`src/design/hstsr_pkg.sv`:
```
package hstsr_pkg;

	localparam int CW = 42;
	localparam int DW = 19;

	localparam logic [12:0] CLIP_LIMIT = 13'd4096;

	localparam logic [1:0] REG_LINE_WIDTH = 2'd0;
	localparam logic [1:0] REG_LINE_COUNT = 2'd1;

	typedef struct packed {
		logic [12:0]               minx;
		logic [12:0]               xlen;
		logic [11:0]               miny;
		logic [12:0]               nrows;
		logic                      clipped;
		logic [7:0]                fill;
		logic [2:0][DW-1:0]        dx;
		logic [2:0][DW-1:0]        dy;
		logic [2:0][CW-1:0]        cy;
		logic [2:0][CW-1:0]        fx;
	} setup_t;

endpackage

```
`src/design/hstsr_back.sv`:
```
module hstsr_back import hstsr_pkg::*; (
	input  logic        clk,
	input  logic        arst_n,
	input  logic        empty,
	input  setup_t      head,
	output logic        pop,
	output logic        strobe,
	output logic [11:0] row,
	output logic [12:0] span_start,
	output logic [12:0] span_end,
	output logic        span_empty,
	output logic [7:0]  fill_value_out,
	output logic        rows_clipped,
	output logic        last_span
);

	typedef enum logic [2:0] {B_IDLE, B_EDGE, B_PREP, B_DIV, B_APPLY, B_EMIT} bstate_t;

	bstate_t state_q;
	setup_t  rec_q;
	logic signed [CW-1:0] cy_q [3];
	logic signed [CW-1:0] nsig_q;
	logic [CW-1:0] rem_q;
	logic [22:0]   den_q;
	logic [12:0]   q_q, s_q, t_q, row_q;
	logic [3:0]    bit_q;
	logic [1:0]    e_q;
	logic          div_a_q;

	logic signed [CW-1:0] cx, cxe, fdy, stp, absf;
	logic cx_pos, cxe_pos, need_a, need_b;
	logic [12:0] a_imm, b_imm;
	logic [CW-1:0] trial;

	always_comb begin
		cx      = cy_q[e_q];
		fdy     = CW'($signed(rec_q.dy[e_q])) <<< 4;
		cxe     = cx - $signed(rec_q.fx[e_q]);
		stp     = (fdy > 0) ? fdy - 1 : fdy + 1;
		absf    = (fdy < 0) ? -fdy : fdy;
		cx_pos  = cx > 0;
		cxe_pos = cxe > 0;
		need_a  = !cx_pos && cxe_pos && (fdy != 0);
		need_b  = cx_pos && !cxe_pos && (fdy != 0);
		a_imm   = (!cx_pos && !cxe_pos) ? rec_q.xlen : 13'd0;
		b_imm   = cxe_pos ? rec_q.xlen : 13'd0;
		trial   = {{(CW-23){1'b0}}, den_q} << bit_q;
	end

	assign pop = (state_q == B_IDLE) && !empty;

	always_ff @(posedge clk or negedge arst_n) begin
		if (!arst_n) begin
			state_q <= B_IDLE;
			strobe  <= 1'b0;
			e_q     <= 2'd0;
			row_q   <= 13'd0;
		end else begin
			strobe <= 1'b0;
			unique case (state_q)
				B_IDLE: begin
					if (!empty) begin
						rec_q <= head;
						for (int i = 0; i < 3; i++) cy_q[i] <= $signed(head.cy[i]);
						row_q   <= 13'd0;
						e_q     <= 2'd0;
						s_q     <= 13'd0;
						t_q     <= head.xlen;
						state_q <= B_EDGE;
					end
				end
				B_EDGE: begin
					if (!need_a && a_imm > s_q) s_q <= a_imm;
					if (!need_b && b_imm < t_q) t_q <= b_imm;
					nsig_q  <= cx + stp;
					den_q   <= absf[22:0];
					div_a_q <= need_a;
					if (need_a || need_b) state_q <= B_PREP;
					else if (e_q == 2'd2) state_q <= B_EMIT;
					else e_q <= e_q + 2'd1;
				end
				B_PREP: begin
					rem_q   <= (nsig_q < 0) ? -nsig_q : nsig_q;
					q_q     <= 13'd0;
					bit_q   <= 4'd12;
					state_q <= B_DIV;
				end
				B_DIV: begin
					if (rem_q >= trial) begin
						rem_q        <= rem_q - trial;
						q_q[bit_q]   <= 1'b1;
					end
					if (bit_q == 4'd0) state_q <= B_APPLY;
					else bit_q <= bit_q - 4'd1;
				end
				B_APPLY: begin
					if (div_a_q) begin
						if (q_q > s_q) s_q <= q_q;
					end else begin
						if (q_q < t_q) t_q <= q_q;
					end
					if (e_q == 2'd2) state_q <= B_EMIT;
					else begin
						e_q     <= e_q + 2'd1;
						state_q <= B_EDGE;
					end
				end
				B_EMIT: begin
					strobe         <= 1'b1;
					row            <= rec_q.miny + row_q[11:0];
					span_start     <= rec_q.minx + s_q;
					span_end       <= rec_q.minx + t_q;
					span_empty     <= (s_q >= t_q);
					fill_value_out <= rec_q.fill;
					rows_clipped   <= rec_q.clipped;
					last_span      <= (row_q == rec_q.nrows - 13'd1);
					for (int i = 0; i < 3; i++)
						cy_q[i] <= cy_q[i] + (CW'($signed(rec_q.dx[i])) <<< 4);
					if (row_q == rec_q.nrows - 13'd1) state_q <= B_IDLE;
					else begin
						row_q   <= row_q + 13'd1;
						e_q     <= 2'd0;
						s_q     <= 13'd0;
						t_q     <= rec_q.xlen;
						state_q <= B_EDGE;
					end
				end
				default: state_q <= B_IDLE;
			endcase
		end
	end

endmodule
```
`config.mk`:
```
export PLATFORM = sky130hd
export DESIGN_NAME = hstsr_back
export DESIGN_NICKNAME = d
export VERILOG_FILES = /design/src/design/hstsr_pkg.sv /design/src/design/hstsr_back.sv
export SDC_FILE = /design/constraint.sdc
export NUM_CORES = 2
export LEC_CHECK = 0
export BUFFER_PORTS_ARGS = -buffer_cell sky130_fd_sc_hd__buf_2
export CAP_MARGIN = 20
export CORE_MARGIN = 8
export CORE_UTILIZATION = 35
export CTS_CLUSTER_DIAMETER = 120
export CTS_CLUSTER_SIZE = 25
export DETAILED_ROUTE_END_ITERATION = 12
export SYNTH_ARGS = -nofsm -noshare
export SYNTH_HDL_FRONTEND = slang
export SYNTH_SLANG_ARGS = --single-unit
export TNS_END_PERCENT = 20
```
`constraint.sdc`:
```
create_clock -name clk -period 22.3 [get_ports clk]
set_clock_uncertainty 0.15 [all_clocks]
set_input_delay 2.23 -clock clk [delete_from_list [all_inputs] [get_ports clk]]
set_output_delay 2.23 -clock clk [all_outputs]
set_load 0.03 [all_outputs]
```
== After elaboration in Yosys (flattened, before gate mapping) ==
Memories as Yosys holds them, arrays and structs flattened.
Index checks and enable logic that the tools add are counted.
Word-level totals
  flip-flop bits (word level): 519
  RAM bits: 126
  input port bits: 429
  output and inout port bits: 51
  word-level logic and storage cells: 177
  memories: 1
Memories
  cy_q: words 3, bits a word 42, rd ports 4, clocked after memory_dff 0, write ports 3, RTL line hstsr_back.sv:21  | logic signed [CW-1:0] cy_q [3];
Cells by class
  $add $sub $neg: 17
  order comparisons: 14
  equal/unequal tests: 20
  shift-type cells: 1
  multiplexer cells: 51
  bitwise operators: 5
  reductions and logical operators: 33
Operator list (number)
  42-bit two-way mux: 7
  13-bit two-way mux: 14
  42-bit by 23-bit adder with 42-bit output: 3
  13-bit case mux with 4 select lines: 2
  42-bit binary-select mux with 2-bit select: 1
  42-bit by 1-bit > comparator with 1-bit output, second input constant: 2
  42-bit case mux with 2 select lines: 1
  42-bit subtractor: 2
  13-bit case mux with 2 select lines: 2
  42-bit adder: 1
  42-bit greater-or-equal comparator: 1
  42-bit by 1-bit < comparator with 1-bit output, second input constant: 1
  42-bit negator: 1
  42-bit nonzero test: 1
  23-bit by 4-bit left shift with 42-bit output: 1
  19-bit binary-select mux with 2-bit select: 1
  13-bit adder: 2
  13-bit > comparator: 2
  13-bit < comparator: 2
  23-bit by 2-bit adder with 24-bit output, second input constant: 1
  2-bit inequality test, second input constant: 12
  23-bit by 2-bit subtractor with 24-bit output, second input constant: 1
  23-bit by 1-bit > comparator with 1-bit output, second input constant: 1
  23-bit by 1-bit < comparator with 1-bit output, second input constant: 1
  other kinds (40): 78

== Longest topological paths before layout ==
  depth in word-level cells: 11
  mapped depth: 38
  mapped depth without buffers: 31

== Least setup slack after synthesis ==
Ideal clock, no wire load.
  path type: input to register
  start: input port empty
  end: register rec_q[0] in the netlist's numbering, enable pin
  setup time: 0.698 ns
  arrival: 9.475 ns
  data required time: 21.452 ns
  setup slack: 11.977 ns
  cell stages on the path: 2
  path buffers: 0
  cells stage by stage: nor4_1 -> and2_1
Between the ends
  cells in the longest elaborated chain, start to end: 2
RTL lines
  from (decl): RTL line hstsr_back.sv:4  | input logic empty,
  1-bit inverter (no source line)
  3-bit AND reduction (no source line)
  to (signal assigned): RTL line hstsr_back.sv:63  | rec_q <= head;
  to (decl): RTL line hstsr_back.sv:20  | setup_t rec_q;
No other way between the ends.
A chain may end at the register's enable or synchronous reset.

== Final worst setup path ==
  start: register e_q[1]
  end: register s_q[3], enable pin
Between the ends
  cells in the longest elaborated chain, start to end: 11
  elaborated cells on any way between the ends: 20
  classes of those cells: add/sub: 1; order compare: 3; eq/ne: 1; mux: 5; reduce/logical: 9; memory: 1
RTL lines
  from (decl): RTL line hstsr_back.sv:27  | logic [1:0] e_q;
  from (signal assigned): RTL line hstsr_back.sv:80  | else e_q <= e_q + 2'd1;
  from (signal assigned): RTL line hstsr_back.sv:104  | e_q <= e_q + 2'd1;
  42-bit binary-select mux with 2-bit select: RTL line hstsr_back.sv:38  | cxe = cx - $signed(rec_q.fx[e_q]);
  42-bit two-way mux (not written as such): RTL line hstsr_back.sv:38
  42-bit subtractor: RTL line hstsr_back.sv:38
  42-bit by 1-bit > comparator with 1-bit output: RTL line hstsr_back.sv:42  | cxe_pos = cxe > 0;
  1-bit logical NOT: RTL line hstsr_back.sv:45  | a_imm = (!cx_pos && !cxe_pos) ? rec_q.xlen : 13'd0;
  1-bit logical AND: RTL line hstsr_back.sv:45
  13-bit two-way mux: RTL line hstsr_back.sv:45
  13-bit > comparator: RTL line hstsr_back.sv:73  | if (!need_a && a_imm > s_q) s_q <= a_imm;
  1-bit logical AND (*): RTL line hstsr_back.sv:73
  2-bit inequality test (no source line) (*)
  7-bit AND reduction (no source line) (*)
  to (signal assigned): RTL line hstsr_back.sv:73
  to (signal assigned): RTL line hstsr_back.sv:98  | if (q_q > s_q) s_q <= q_q;
  to (decl): RTL line hstsr_back.sv:25  | logic [12:0] q_q, s_q, t_q, row_q;
Every way passes the cells marked *; elsewhere a longest branch is shown, timed or not. The select of a mux whose other input is x is not followed.

==> impl_metrics.py <==
metrics = {
    "yosys": {
        "yosys_register_bits": 641,
        "postSynthAreaPerCell_um2": 10.3,
        "synthArstFlopShare_pct": 2.96,
        "synth_edf_count": 622,
        "syn_area_um2": 41800,
        "synth.distinct_cells": 93,
        "yosysWarnings": 0,
        "ys.flop_type": "edfxtp_1",
        "syn_nets": 4830,
        "yosysSeqAreaShare_pct": 45.8,
        "netlist_instances": 4060,
    },
    "floorplan": {
        "die_area_um2": 131000,
        "initial_core_util_pct": 35.1,
        "ios": 480,
        "die_x_um": 362,
        "core_um2": 119000,
        "placementRows": 127,
        "dieHeight_um": 362,
    },
    "setup_path": {
        "cpMostUsedCell": "o21a_1",
        "r2r-start": "e_q[1]",
        "cp_data_arrival_time_ns": 9.44,
        "r2r_cells": 31,
        "cp_data_required_time_ns": 22.51,
        "path_delay_family": "compound AO/OA/AOI/OAI gates",
        "timing.rr.end": "s_q[3]",
        "worstSetupStartpointType": "flop",
        "path_buf_inv": 3,
        "path_max_fanout": 38,
        "end_kind": "flop",
        "startpoint": "e_q[1]",
        "rrSetupSlack_ns": 13.08,
        "crit_slowest_cell": "dfrtp_4",
        "path_class": "flop to flop",
        "cp_slowest_stage_delay_ns": 0.65,
    },
    "sta": {
        "timing.fmax_ghz": 0.108,
        "slew_violations": 0,
        "finalSetupViolCount": 0,
        "hold_viol": 0,
        "finalCritPeriodShare_pct": 41.4,
        "min_period_ns": 9.22,
        "setup_tns_ns": 0,
        "rsz0062_at_grt": "no",
        "slew_headroom_pct": 25.0,
        "whs_ns": 0.279,
        "max_slew.worst_pin.slew_ns": 1.11,
    },
    "cts": {
        "cts_tree": "yes",
        "cts.clk_slew.worst_paths_ns": 0.10,
        "cts_hold_buf": 0,
        "numCtsBuffers": 34,
        "clock-root-buffer": "clkbuf_16",
        "htree_levels": 2,
        "cts.sinks": 641,
        "cts_buffer_depth": 3,
        "cts_resized": 0,
        "cts_setup_buffers": 0,
        "clk_latency_ns": 0.62,
    },
    "power": {
        "leakagePower_nw": 18.7,
        "p_total_w": 0.00539,
        "p_per_area_nw_per_um2": 114,
        "peakVddDrop_mv": 0.0756,
    },
    "drt": {
        "routed_via_density": 5.48,
        "postRouteAntennaNets": 0,
        "wl_per_cell_um": 22.2,
        "first_pass_iters": 6,
        "first_iter_violations": 2783,
        "vias": 33300,
        "routed_wl_mm": 135,
        "drc": 0,
    },
    "grt": {
        "track_usage_pct": 19.6,
        "grt_overflow": 0,
        "grt_max_degree": 95,
        "grt_pass1_wl_mm": 201,
        "grt_antenna_before_repair": 15,
        "grt_pass1_vias": 32600,
    },
    "placement": {
        "port_buffers": 479,
        "routabilityCongestion": 0.936,
        "dp_cells": 6009,
        "placement.cell_area_um2": 46200,
        "post-dp-hpwl_mm": 106,
    },
    "finish": {
        "stdcell_count": 6075,
        "final_area_um2": 47300,
        "nets": 5270,
        "syn_to_final_growth_pct": 13.1,
        "drive_above_1_share_pct": 15.0,
    },
    "worst_hold_path": {
        "min_to": "rows_clipped",
        "worstHoldStart": "rec_q[374]",
        "hp-class": "flop to flop",
        "worstHoldPathCells": 0,
    },
    "run_status": {
        "status": "finished clean",
    },
    "run": {
        "drv_cap": 0,
    },
}
[cells in the final DEF, fill, tap and decap left out, drive strengths merged, types with 130 or more instances in the layout]
cell	synthesis	routed
edfxtp	622	622
buf	49	552
nand2	402	402
o21ai	356	356
ha	333	333
a21oi	328	328
nor2	271	271
xnor2	177	177
mux2i	143	143
inv	128	133
a21o	130	130
[cells in the mapped netlist (10+ instances only)]
cell type  instances  area (um^2)
clkbuf_1          99          372
o21ai_0          347         1740
ha_1             333         4170
o22ai_1           17          106
a32o_1            14          140
xnor2_1          177         1550
nand2_1          402         1510
or2_2             17          106
nand3_1           69          345
nor3_1            68          340
o31ai_1           36          270
a31o_2            12          105
and2_1            38          238
nor2b_1           43          269
mux2i_1          143         1430
edfxtp_1         622        18700
nand2b_1          59          369
buf_1             26         97.6
inv_1            127          477
a31oi_1           29          181
or3_1             23          144
a21boi_0          17          128
a211oi_1          20          150
a21o_1           130          976
buf_2             20          100
dfrtp_1           19          475
o41ai_1           15          131
nand4_1           31          194
a2111oi_0         10         87.6
o21bai_1          27          203
nor2_1           269         1010
mux2_2            12          135
o211ai_1          21          158
a21oi_1          327         1640
o21a_1            55          413
nor4_1            28          175
and3_1            33          206
o22a_1            13          114
xor2_1           121         1060
or4_1             15          113
[through the flow]
step                      utilization, %  setup WS, ns
after floorplan                        -         11.98
after global placement              38.7         13.24
after detailed placement            38.7         13.18
after CTS                           39.6         13.13
after global routing                39.7         12.68
final                               39.7         13.08
[cell families after synthesis]
kind of cell / Yosys count / share of synthesized area (%)
DFF: 641 / 45.8
AOI/OAI and AO/OA: 1193 / 17.9
xor gates and xnor gates: 299 / 6.30
muxes: 158 / 3.91
adders and majority gates: 341 / 10.3
and+or+nand+nor: 1150 / 13.2
buffers and inverters: 278 / 2.59
[layout make-up]
type                    instances  area [um^2]
repair buffers                552         2990
diodes                          8         20.0
well taps                    1548         1940
multi-input cells            3141        21600
clock buffers                  44          952
clock inverters                11          128
inverters                     130          488
flip-flops and latches        641        19200
fillers                     11700        71900
[registers in the layout (all words and copies together), names as in the netlist, 2 cells and up]
| signal | count |
|---|---|
| t_q | 13 |
| fill_value_out | 8 |
| s_q | 13 |
| den_q | 19 |
| cy_q | 126 |
| e_q | 2 |
| q_q | 13 |
| rec_q | 300 |
| span_end | 13 |
| state_q | 3 |
| row_q | 13 |
| span_start | 13 |
| rem_q | 42 |
| bit_q | 4 |
| nsig_q | 42 |
| row | 12 |
[per-layer routing]
layer | up-vias | part of all wire [%] | GRT usage [%]
li1 | 16100 | - | -
met1 | 16000 | 44 | 26.5
met2 | 1098 | 47 | 32.8
met3 | 160 | 6.4 | 2.98
met4 | 4 | 2.8 | 5.37
met5 | - | 0.015 | 0
[worst max path at each step]
stage | to | slack, ns | cells after the start
finish | s_q[3] | 13.08 | 31
global route | s_q[4] | 12.68 | 31
CTS | s_q[1] | 13.13 | 30
detailed placement | s_q[1] | 13.18 | 31
global placement | s_q[0] | 13.24 | 30
floorplan | rec_q[0] | 11.98 | 2
[power breakdown]
group	internal [W]	switching [W]
clock network	0.000324	0.000420
logic	0.00114	0.00180
registers	0.00158	0.000127
total	0.00305	0.00234
No activity file was read; power rests on OpenSTA's default activity.
