===== config.mk =====
export PLATFORM = sky130hd
export DESIGN_NAME = hstsr_fifo
export DESIGN_NICKNAME = d
export VERILOG_FILES = /design/src/design/hstsr_pkg.sv /design/src/design/hstsr_fifo.sv
export SDC_FILE = /design/constraint.sdc
export NUM_CORES = 1
export LEC_CHECK = 0
export BUFFER_PORTS_ARGS = -buffer_cell sky130_fd_sc_hd__buf_2
export CAP_MARGIN = 20
export CORE_AREA = 2 2 332 334
export DETAILED_ROUTE_END_ITERATION = 16
export DIE_AREA = 0 0 334 336
export PLACE_DENSITY = 0.55
export SKIP_LAST_GASP = 1
export SYNTH_ARGS = -nofsm -noshare
export SYNTH_HDL_FRONTEND = slang
export SYNTH_SLANG_ARGS = --single-unit

===== constraint.sdc =====
create_clock -name clk -period 25.8 [get_ports clk]
set_input_delay 1.29 -clock clk [delete_from_list [all_inputs] [get_ports clk]]
set_output_delay 1.29 -clock clk [all_outputs]
set_load 0.01 [all_outputs]

===== src/design/hstsr_pkg.sv =====
package hstsr_pkg;

	localparam int CW = 42;
	localparam int DW = 19;

	localparam logic [12:0] CLIP_LIMIT = 13'd4096;

	localparam logic [1:0] REG_LINE_WIDTH = 2'd0;
	localparam logic [1:0] REG_LINE_COUNT = 2'd1;

	typedef struct packed {
		logic [12:0]               minx;
		logic [12:0]               xlen;
		logic [11:0]               miny;
		logic [12:0]               nrows;
		logic                      clipped;
		logic [7:0]                fill;
		logic [2:0][DW-1:0]        dx;
		logic [2:0][DW-1:0]        dy;
		logic [2:0][CW-1:0]        cy;
		logic [2:0][CW-1:0]        fx;
	} setup_t;

endpackage


===== src/design/hstsr_fifo.sv =====
module hstsr_fifo import hstsr_pkg::*; (
	input  logic   clk,
	input  logic   arst_n,
	input  logic   push,
	input  setup_t push_data,
	input  logic   pop,
	output logic   full,
	output logic   empty,
	output setup_t head
);

	setup_t     mem_q [2];
	logic       wr_q, rd_q;
	logic [1:0] cnt_q;

	assign full  = (cnt_q == 2'd2);
	assign empty = (cnt_q == 2'd0);
	assign head  = mem_q[rd_q];

	always_ff @(posedge clk) begin
		if (push) mem_q[wr_q] <= push_data;
	end

	always_ff @(posedge clk or negedge arst_n) begin
		if (!arst_n) begin
			wr_q  <= 1'b0;
			rd_q  <= 1'b0;
			cnt_q <= 2'd0;
		end else begin
			if (push) wr_q <= ~wr_q;
			if (pop) rd_q <= ~rd_q;
			if (push && !pop) cnt_q <= cnt_q + 2'd1;
			else if (pop && !push) cnt_q <= cnt_q - 2'd1;
		end
	end

endmodule


## After elaboration in Yosys (flattened, before gate mapping)

Memories as Yosys holds them, arrays and structs flattened.
Index checks and enable logic that the tools add are counted.
Widths: inputs -> output; s select.

- Bits in registers: 4
- Memory bits (writable): 852
- Bits of input ports: 430
- Output and inout port bits: 428
- Logic and storage cells: 19
- Memories kept: 1

Memories:

| memory | depth | bits a word | read ports | clocked after Yosys merged registers in | wr ports | line | RTL |
|---|---|---|---|---|---|---|---|
| mem_q | 2 | 426 | 1 | 0 | 1 | hstsr_fifo.sv:12 | `setup_t mem_q [2];` |

- Add/sub/neg operators: 2
- Equality and inequality tests: 1
- Mux-type cells: 4
- Bitwise gates (word level): 2
- Reduce and logical (&&, ||, !) cells: 6

Operators by type and width:

| operator | count |
|---|---|
| $mux 2 | 2 |
| $add 2x1->2 const B | 1 |
| $eq 2x2->1 const B | 1 |
| $logic_and 1x1->1 | 2 |
| $logic_not 1->1 | 2 |
| $logic_not 2->1 | 1 |
| $mux 1 | 2 |
| $not 1->1 | 2 |
| $reduce_bool 2->1 | 1 |
| $sub 2x1->2 const B | 1 |

## Depth between registers and ports, before layout

Gate-level depths: netlist (run 1).

- Depth after elaboration: 4
- Mapped depth: 5

## Least setup slack after synthesis (run 1)

OpenSTA, ideal clock, no wires.

- Path type: in2reg
- From: input port push
- To: memory mem_q[0][0] (netlist bit) (enable)
- Setup time: 1.275 ns
- Data arrival time: 19.567 ns
- Required time: 24.525 ns
- Slack: 4.958 ns
- Stages on the path: 1
- Path buffers: 0
- Cell sequence: nor2b_1

- Cells in the longest elaborated chain, start to end: 2

RTL lines:

| what | line | RTL |
|---|---|---|
| from (decl) | hstsr_fifo.sv:4 | `input logic push,` |
| $mux 1 | hstsr_fifo.sv:21 | `if (push) mem_q[wr_q] <= push_data;` |
| $mux 1 (implied by the code) | hstsr_fifo.sv:21 |  |
| to (decl) | hstsr_fifo.sv:12 |  |

Every way passes these cells.

==> results of run 1 <==
[sequential cells by signal (all words and copies together), names as in the netlist]
signal / count
cnt_q: 2
mem_q: 852
rd_q: 1
wr_q: 1
[synth_stat cells]
library cell / number
sky130_fd_sc_hd__edfxtp_1: 852
sky130_fd_sc_hd__mux2_2: 396
sky130_fd_sc_hd__buf_4: 30
sky130_fd_sc_hd__mux2_4: 30
sky130_fd_sc_hd__buf_2: 13
sky130_fd_sc_hd__buf_6: 5
sky130_fd_sc_hd__dfrtp_1: 4
sky130_fd_sc_hd__xor2_1: 4
sky130_fd_sc_hd__nor2_1: 2
sky130_fd_sc_hd__nor2b_1: 2
sky130_fd_sc_hd__and2_1: 1
sky130_fd_sc_hd__ha_1: 1
sky130_fd_sc_hd__inv_1: 1
sky130_fd_sc_hd__xnor2_1: 1
[kinds of logic (layout without fill, tap and decap cells)]
kind of cell	Yosys count	in the layout	synth area share, %
flops	856	856	82.8
mux	426	426	15.8
buf+inv	49	1032	1.13
xor+xnor	5	5	0.141
simple gates	5	5	0.0847
fa+ha+maj	1	1	0.0403
other cells	0	9	0
[routing by layer]
| layer | share of wire (%) | wire [µm] | up-vias | global-route usage (%) |
|---|---|---|---|---|
| met1 | 35 | 26200 | 7961 | 12.9 |
| met5 | 0.18 | 132 | - | 0 |
| met2 | 53 | 40100 | 589 | 23.3 |
| met3 | 8.5 | 6380 | 137 | 4.93 |
| li1 | - | - | 7215 | - |
| met4 | 2.9 | 2150 | 20 | 4.66 |
[stage by stage]
step	util, %	instance area, µm²	total power, mW	setup WS [ps]	instances
after global placement	34.0	36900	3.19	20480	3578
after global routing	36.5	39600	4.54	20000	3745
final	36.5	39600	4.34	20250	3748
after detailed placement	34.0	36900	3.21	20410	3578
after CTS	36.5	39600	4.41	20200	3739
after floorplan	-	31000	2.88	4960	1342
[final timing paths]
path,endpoint,depth (start not counted),from
max,head[339],4,rd_q
min,rd_q,1,arst_n
max reg2reg,mem_q[1][232],4,wr_q
min reg2reg,cnt_q[1],1,cnt_q[1]
max in group asynchronous,rd_q,1,arst_n
min in group clk,cnt_q[1],1,cnt_q[1]
[layout by cell type (no fill, tap or decap), drive strengths merged]
cell and instances:
and2 1, buf 870, bufinv 2, clkbuf 123
clkinv 29, clkinvlp 4, dfrtp 4, diode 9
edfxtp 852, ha 1, inv 4, mux2 426
nor2 2, nor2b 2, xnor2 1, xor2 4
[report_power, final]
group / internal [mW] / switching, mW
Clock: 0.672 / 0.512
Sequential: 1.85 / 0.0741
Combinational: 0.541 / 0.691
[final cells by class]
type | instances | area, µm² | area share, %
well taps | 1414 | 1770 | 4.47
flip-flops and latches | 856 | 25700 | 64.9
inverters | 1 | 3.75 | 0.00948
multi-input cells | 437 | 5000 | 12.6
repair buffers | 870 | 4420 | 11.2
clock inverters | 38 | 289 | 0.730
clock buffers | 123 | 2400 | 6.05
diodes | 9 | 22.5 | 0.0569
==> flow_summary_export.csv, run 1 <==
group,metric,value,unit
cts,tritoncts,"yes",
cts,cts_buffers,90,
detailed_routing,route.detailed.drc,0,
floorplan,floorplan.die.width,334,µm
detailed_routing,detailroute.via_count,15900,
run_status,status,"complete, no violations",
grt,grt_max_degree,163,
power_and_ir_drop,power_leakage,14.6,nW
synthesis,synth_cell_type_count,14,
detailed_routing,drt-pass1-iter-count,4,
cts,numClockSinks,856,
floorplan,placementRows,121,
setup_path,critPathCaptureType,"output port",
synthesis,ys.warnings.count,0,
synthesis,synthesis.nets,1773,
synthesis,synth_seq_area_share,82.8,%
setup_path,worst_ep_arrival_time,4260,ps
cts,ctsLongestPathBuffers,3,
sta,final.setup_skew,19.0,ps
grt,grt_pass1_wl,106,mm
setup_path,register_to_register_setup_slack,21410,ps
synthesis,postSynthRegisterBits,856,
power_and_ir_drop,ir_worst_vdd,0.109,mV
grt,globalRouteOverflowTotal,0,
flow_run,cap_violations,0,
sta,final_min_period_over_clock_period,21.5,%
layout,design.final.nets,2687,
grt,grt_antenna_before_repair,20,
floorplan,dieArea,112000,µm²
synthesis,syn-instance-count,1342,
grt,grt_usage,12.6,%
power_and_ir_drop,pwr_density_cell,110,nW/µm²
sta,max_frequency,180,MHz
cts,cts_hold_repair.buffers,0,
grt,vias_in_the_first_global_route,17000,
setup_path,criticalPathCategory,"reg -> out",
sta,tightest_slew,1190,ps
synthesis,post_syn_area,31000,µm²
sta,setup_tns,0,ps
setup_path,required,24510,ps
sta,report.final.slew_viol_count,0,
setup_path,critical_path.max_fanout,150,
sta,relSlewSlack,21.0,%
cts,postCtsSetupRepairBufs,0,
layout,flow.area_growth_from_synthesis,27.6,%
cts,clk_pin_slew,60,ps
synthesis,yosysTopAreaCell,"sky130_fd_sc_hd__edfxtp_1",
floorplan,initial_util,28.6,%
layout,drive_above_1_share,60.7,%
setup_path,timing.critical_path.slowest_stage_cell,"sky130_fd_sc_hd__dfrtp_4",
cts,clock-root-buffer,"sky130_fd_sc_hd__clkbuf_16",
cts,cts_h_tree_depth,3,
detailed_routing,vias_per_cell,4.25,
detailed_routing,routed_wl,75.0,mm
setup_path,critical_path.max_stage_delay,1080,ps
cts,post_cts_resize_count,0,
detailed_routing,drt-initial-drc-count,751,
sta,worst_hold_slack,482,ps
place,routabilityCongestion,0.847,
place,placement.io_buffers,857,
layout,num-fill-cells,10200,
floorplan,floorplan.core_area,108000,µm²
sta,timing.final.setup_violations,0,
synthesis,syn_area_per_cell,23.1,µm²
sta,timing_hold_violations_final,0,
floorplan,die_height,336,µm
setup_path,cp-start-kind,"register",
synthesis,yosys.area.top_type_share,82.5,%
sta,rsz_0062_raised_after_global_routing,"no",
setup_path,worst_path_dominant_cell_family,"buffers and inverters",
worst_hold_path,min-delay-path-class,"in -> async",
detailed_routing,average_wire_per_standard_cell,20.0,µm
cts,clock_network_latency_to_the_later_pin_of_the_worst_skew_pair,640,ps
floorplan,top_level_ports,858,
sta,post-route-min-period,5550,ps
synthesis,synth_area_leaders,"sky130_fd_sc_hd__edfxtp_1 82%, sky130_fd_sc_hd__mux2_2 14%, sky130_fd_sc_hd__mux2_4 1.5%, sky130_fd_sc_hd__buf_4 0.73%, sky130_fd_sc_hd__dfrtp_1 0.32%",
detailed_routing,ant_nets,0,
setup_path,critPathBufInv,3,
setup_path,cell_breakdown_of_the_critical_path,"buf_12 -> buf_4 -> mux2_2 -> buf_2",
place,detailed_place_hpwl,52.5,mm
No activity file was read; power rests on OpenSTA's default activity.
==> inputs of run 2 (changes only) <==
- clock period: 25.8 -> 5.81 ns (I/O delays scaled with it)
==> run 2 against run 1 <==
Effect of this change:
- utilization up 4.2 points
- sequential cell count unchanged
- clock skew up 4.5 ps
- critical path depth down 1
- worst hold slack worse by 110 ps
- first-iteration DRC count up 16%
- routed wire length up 8.2%
- design area up 11%
- setup slack worse by 18000 ps
- combinational power rose to 4.7 times the previous value
==> flow_summary_export.csv, run 2 (synthesized netlist as in run 1, its figures left out) <==
group,metric,value,unit
run_status,status,"complete, no violations",
sta,rsz_0062_raised_after_global_routing,"no",
sta,final.setup_skew,23.5,ps
setup_path,worst_ep_arrival_time,3030,ps
detailed_routing,drt-initial-drc-count,872,
grt,vias_in_the_first_global_route,19700,
floorplan,die_height,336,µm
cts,ctsLongestPathBuffers,3,
floorplan,floorplan.die.width,334,µm
setup_path,required,5520,ps
worst_hold_path,min_delay_path_depth,2,
setup_path,critPathCaptureType,"output port",
floorplan,placementRows,121,
place,dp_cells,3590,
layout,post_route_cell_area,44100,µm²
detailed_routing,routed_wl,81.1,mm
floorplan,initial_util,28.6,%
cts,numClockSinks,856,
layout,instances_no_fill,4191,
place,routabilityCongestion,0.815,
place,placement.io_buffers,857,
setup_path,critical_path.max_fanout,126,
place,detailed_place_hpwl,55.3,mm
layout,flow.area_growth_from_synthesis,42.3,%
setup_path,ff2ff_path_depth,2,
floorplan,top_level_ports,858,
cts,post_cts_resize_count,0,
cts,cts_h_tree_depth,3,
grt,globalRouteOverflowTotal,0,
grt,grt_usage,13.7,%
layout,biggestRegsByFlops,"mem_q: 852 flops, cnt_q: 2 flops",
floorplan,dieArea,112000,µm²
sta,max_frequency,301,MHz
layout,drive_above_1_share,51.5,%
flow_run,cap_violations,0,
cts,clock-root-buffer,"sky130_fd_sc_hd__clkbuf_16",
sta,post-route-min-period,3320,ps
worst_hold_path,min-delay-path-class,"in -> reg",
detailed_routing,route.detailed.drc,0,
detailed_routing,detailroute.via_count,17900,
sta,report.final.slew_viol_count,0,
detailed_routing,vias_per_cell,4.27,
layout,design.final.nets,3130,
place,detailed_place.area,37100,µm²
cts,clock_network_latency_to_the_later_pin_of_the_worst_skew_pair,640,ps
setup_path,cp-start-kind,"register",
grt,grt_antenna_before_repair,1,
sta,timing_hold_violations_final,0,
detailed_routing,ant_nets,0,
cts,cts_buffers,91,
setup_path,criticalPathCategory,"reg -> out",
power_and_ir_drop,pwr_density_cell,448,nW/µm²
grt,grt_pass1_wl,117,mm
cts,clk_pin_slew,60,ps
cts,tritoncts,"yes",
sta,timing.final.setup_violations,0,
power_and_ir_drop,power_leakage,16.6,nW
layout,layout_commonest_cell,"sky130_fd_sc_hd__buf_2",
power_and_ir_drop,ir_worst_vdd,0.365,mV
detailed_routing,drt-pass1-iter-count,4,
detailed_routing,average_wire_per_standard_cell,19.3,µm
grt,grt_max_degree,152,
layout,final_cell_mix,"857 x sky130_fd_sc_hd__buf_2, 852 x sky130_fd_sc_hd__edfxtp_1, 430 x sky130_fd_sc_hd__dlygate4sd3_1",
layout,top_register,"mem_q",
sta,tightest_slew,1090,ps
layout,largest_register_ff_count,852,
sta,relSlewSlack,27.1,%
sta,final_min_period_over_clock_period,57.1,%
floorplan,floorplan.core_area,108000,µm²
==> run 2: timing repair <==
| action | 4_1_cts | 5_1_grt |
|---|---|---|
| hold buffers | 430 | 0 |
| setup buffers | 0 | 0 |
| setup endpoints to repair | 0 | 0 |
| hold endpoints to repair | 859 | 0 |
==> run 2: where the power goes <==
part           internal [mW]  leakage (nW)  switching [mW]
combinational           2.66          7.18            3.16
clock                   3.11          1.34            2.31
sequential              8.20          8.04           0.355
==> run 2: metrics by stage <==
stage               power (mW)  hold slack (ps)  utilization [%]  setup TNS (ps)  setup WS (ps)
floorplan                 12.3            -5.09                -         -699200          -1360
global placement          14.2             99.7             34.2               0           3250
detailed placement        14.3              105             34.2               0           3200
CTS                       20.1              289             40.7               0           2440
global route              20.7              328             40.7               0           2360
finish                    19.8              370             40.7               0           2490
==> run 2: cell type report <==
| cell class | count | area [µm²] |
|---|---|---|
| clock inverter | 48 | 389 |
| timing repair buffer | 1312 | 8890 |
| fill | 9814 | 64300 |
| antenna | 4 | 10.0 |
| tap | 1414 | 1770 |
| multi-input combinational | 437 | 5000 |
| sequential | 856 | 25700 |
| inverter | 1 | 3.75 |
| clock buffer | 119 | 2380 |
==> run 2: path summary, 6_finish.rpt <==
| path | startpoint | slack, ps | end |
|---|---|---|---|
| max | rd_q | 2490 | head[422] |
| min | push_data[125] | 370 | mem_q[0][125] |
| max reg2reg | wr_q | 3350 | mem_q[1][401] |
| min reg2reg | cnt_q[1] | 500 | cnt_q[1] |
| max in group asynchronous | arst_n | 5040 | rd_q |
| min in group asynchronous | arst_n | 580 | wr_q |
==> run 2: layer usage <==
metal,wire length [µm],GRT usage (%),vias up
met5,0,0,-
met4,3590,7.08,0
met3,5750,4.04,173
met2,43100,25.2,681
met1,28700,14.1,8927
li1,-,-,8113
==> run 2: critical path: stages (launching register included) <==
cell and delay [ps]:
sky130_fd_sc_hd__dfrtp_4 970, sky130_fd_sc_hd__buf_12 540, sky130_fd_sc_hd__mux2_2 430, sky130_fd_sc_hd__buf_2 150
==> inputs of run 3 (changes only) <==
- ABC_AREA: not set -> 1
- CORE_AREA: 2 2 332 334 -> 2 2 339 341
- DIE_AREA: 0 0 334 336 -> 0 0 341 343
- clock period: 5.81 -> 2.69 ns (I/O delays scaled with it)
==> run 3 against run 2 <==
Effect of this change:
- design area is 1.2% higher
- total power increased by 120%
- routed wire length increased by 1.1%
- cell count up 3.4%
- count of clock-buffer cells in the layout down 17
- sequential cell count is the same
- setup slack worse by 2300 ps
- clock skew fell by 5.3 ps
- die area rose by 4.2%
- sequential share of layout area shrank 0.69 points
- non-clock buffer count rose by 44
- combinational power up 130%
- critical endpoint is now head[350]
- largest cell class unchanged
- highest routed layer unchanged
==> flow_summary_export.csv, run 3 <==
group,metric,value,unit
run_status,status,"complete, no violations",
sta,timing.final.setup_violations,0,
power_and_ir_drop,power_switching_share,29.9,%
place,placement.io_buffers,857,
cts,numClockSinks,856,
layout,design.final.nets,3180,
grt,grt_pass1_wl,118,mm
detailed_routing,routed_wl,82.0,mm
floorplan,placementRows,124,
setup_path,worst_ep_arrival_time,2360,ps
synthesis,most_used_standard_cells_in_the_synthesized_netlist,"852 x sky130_fd_sc_hd__edfxtp_1, 396 x sky130_fd_sc_hd__mux2_2, 30 x sky130_fd_sc_hd__buf_4, 30 x sky130_fd_sc_hd__mux2_4, 13 x sky130_fd_sc_hd__buf_2",
floorplan,top_level_ports,858,
layout,biggestRegsByFlops,"mem_q: 852 flops, cnt_q: 2 flops",
setup_path,critical_path.max_fanout,47,
sta,final_min_period_over_clock_period,92.6,%
power_and_ir_drop,power_report.internal_total,30.2,mW
synthesis,synth_area_leaders,"sky130_fd_sc_hd__edfxtp_1 82%, sky130_fd_sc_hd__mux2_2 14%, sky130_fd_sc_hd__mux2_4 1.5%, sky130_fd_sc_hd__buf_4 0.73%, sky130_fd_sc_hd__dfrtp_1 0.32%",
cts,cts_h_tree_depth,3,
cts,ctsLongestPathBuffers,3,
synthesis,ys.warnings.count,0,
setup_path,cp-start-kind,"register",
synthesis,post_syn_area,31000,µm²
setup_path,criticalPathCategory,"reg -> out",
synthesis,synth_mux_area_share,15.8,%
setup_path,required,2560,ps
layout,top_register,"mem_q",
setup_path,critPathCaptureType,"output port",
synthesis,synthesis.nets,1782,
sta,post-route-min-period,2490,ps
cts,post_cts_resize_count,0,
grt,vias_in_the_first_global_route,19700,
synthesis,yosysMostFrequentCell,"sky130_fd_sc_hd__edfxtp_1",
synthesis,synth_compound_area_share,0,%
grt,grt_antenna_before_repair,6,
sta,relSlewSlack,53.6,%
cts,tritoncts,"yes",
power_and_ir_drop,pwr_density_cell,965,nW/µm²
grt,globalRouteOverflowTotal,0,
synthesis,yosys.area.top_type_share,82.4,%
synthesis,yosysTopAreaCell,"sky130_fd_sc_hd__edfxtp_1",
synthesis,async_flop_share,0.467,%
sta,timing_hold_violations_final,0,
place,routabilityCongestion,0.898,
sta,report.final.slew_viol_count,0,
layout,layout_commonest_cell,"sky130_fd_sc_hd__buf_2",
floorplan,initial_util,27.4,%
synthesis,syn_area_per_cell,23.0,µm²
power_and_ir_drop,power_frac_seq,42.3,%
detailed_routing,average_wire_per_standard_cell,18.9,µm
grt,grt_max_degree,99,
worst_hold_path,min-delay-path-class,"in -> reg",
setup_path,register_to_register_setup_slack,770,ps
power_and_ir_drop,net_switching_power,12.9,mW
floorplan,dieArea,117000,µm²
detailed_routing,ant_nets,0,
place,dp_cells,3736,
synthesis,synth_cell_type_count,15,
setup_path,rr_endpoint,"mem_q[1][175]",
synthesis,syn-instance-count,1351,
floorplan,floorplan.die.width,341,µm
sta,tightest_slew,696,ps
grt,grt_usage,13.3,%
detailed_routing,drt-pass1-iter-count,4,
synthesis,largest_family_of_logic_cells_by_synthesized_area,"multiplexers",
setup_path,reg2reg_launch_point,"wr_q",
layout,final_cell_mix,"857 x sky130_fd_sc_hd__buf_2, 852 x sky130_fd_sc_hd__edfxtp_1, 430 x sky130_fd_sc_hd__dlygate4sd3_1",
synthesis,postSynth.topFlopCell,"sky130_fd_sc_hd__edfxtp_1",
setup_path,crit_end,"head[350]",
synthesis,synth_xor_xnor_area_share,0.0846,%
synthesis,synth_seq_area_share,82.7,%
power_and_ir_drop,ir_worst_vdd,0.649,mV
sta,max_frequency,402,MHz
layout,largest_register_ff_count,852,
cts,cts_buffers,88,
floorplan,die_height,343,µm
cts,clock-root-buffer,"sky130_fd_sc_hd__clkbuf_16",
synthesis,post_synth_and_or_nand_nor_area_fraction,0.133,%
synthesis,synthAdderAreaFrac,0.0403,%
power_and_ir_drop,comb_power_share,31.1,%
place,detailed_place_hpwl,58.3,mm
detailed_routing,detailroute.via_count,18100,
power_and_ir_drop,power_leakage,16.8,nW
place,detailed_place.area,37600,µm²
detailed_routing,route.detailed.drc,0,
layout,instances_no_fill,4334,
power_and_ir_drop,clock_power_share,26.7,%
detailed_routing,drt-initial-drc-count,837,
floorplan,floorplan.core_area,113000,µm²
layout,flow.area_growth_from_synthesis,43.9,%
setup_path,ff2ff_path_depth,3,
cts,clk_pin_slew,60,ps
layout,drive_above_1_share,52.3,%
cts,clock_network_latency_to_the_later_pin_of_the_worst_skew_pair,650,ps
sta,rsz_0062_raised_after_global_routing,"no",
setup_path,start_point_of_the_critical_path,"rd_q",
flow_run,cap_violations,0,
sta,final.setup_skew,18.2,ps
synthesis,synth_enable_flop_cells,852,
detailed_routing,vias_per_cell,4.17,
synthesis,postSynthRegisterBits,856,
layout,post_route_cell_area,44700,µm²
## run 3: cell types whose count changed after synthesis, sizes merged
cell | before | now
inv | 1 | 7
and2 | 1 | 0
nand4 | 0 | 1
nand2 | 0 | 5
nor2 | 2 | 3
xor2 | 4 | 2
nor2b | 2 | 0
nand3 | 0 | 1
## run 3: through the flow
step	util [%]	total power [mW]	setup slack, ps	hold slack [ps]	setup TNS (ps)
after floorplan	-	26.0	-4600	-161	-3871180
after global routing	39.4	45.1	70.6	161	0
after CTS	39.3	43.7	21.5	128	0
after global placement	33.2	31.3	762	-13.6	0
after detailed placement	33.2	31.5	717	-11.7	0
final	39.4	43.1	200	195	0
## run 3: how the worst min path moves through the flow
stage	from	end	slack [ps]	cells past startpoint
CTS	push_data[183]	mem_q[1][183]	130	2
finish	push_data[251]	mem_q[0][251]	200	2
detailed placement	arst_n	cnt_q[0]	-10	1
global route	push_data[255]	mem_q[1][255]	160	2
global placement	arst_n	cnt_q[1]	-10	1
floorplan	arst_n	cnt_q[0]	-160	0
## run 3: per-layer routing
metal  wire, µm  GRT usage [%]  vias to the layer above
met5          0              0                        -
met1      28800           13.9                     9011
met3       6280           4.23                      153
met4       3050           6.21                        0
met2      43800           24.4                      659
li1           -              -                     8231
## run 3: what timing repair did
| action | CTS | global route |
|---|---|---|
| endpoints found under the setup margin | 0 | 3 |
| hold buffers | 430 | 0 |
| setup buffers | 0 | 5 |
| hold endpoints to repair | 860 | 0 |
## run 3: area by class of cell
cell class | instances | area, µm²
Antenna cell | 5 | 12.5
Sequential cell | 856 | 25700
Tap cell | 1512 | 1890
Inverter | 7 | 30.0
Timing Repair Buffer | 1356 | 9350
Fill cell | 10400 | 68700
Clock buffer | 102 | 2250
Clock inverter | 56 | 439
Multi-Input combinational cell | 440 | 5000
## run 3: cells by family (layout without fill, tap and decap cells)
kind of cell,after synthesis,count (layout)
xor gates and xnor gates,3,3
adders and majority gates,1,1
buffers and inverters,55,1521
DFF,856,856
muxes,426,426
other,0,5
and+or+nand+nor,10,10
## run 3: worst max-delay path, cell delays in order (launching register included)
cell                      delay (ps)
sky130_fd_sc_hd__dfrtp_4         550
sky130_fd_sc_hd__buf_12          250
sky130_fd_sc_hd__buf_12          300
sky130_fd_sc_hd__mux2_2          390
sky130_fd_sc_hd__buf_2           150
## run 3: power by group through the flow
stage,Clock (mW),Sequential (mW),Combinational (mW)
2_1_floorplan,0,18.7,7.35
3_3_place_gp,0,18.4,12.9
3_5_place_dp,0,18.5,13.0
4_1_cts,11.8,18.3,13.6
5_1_grt,12.3,18.4,14.3
6_report,11.5,18.2,13.4
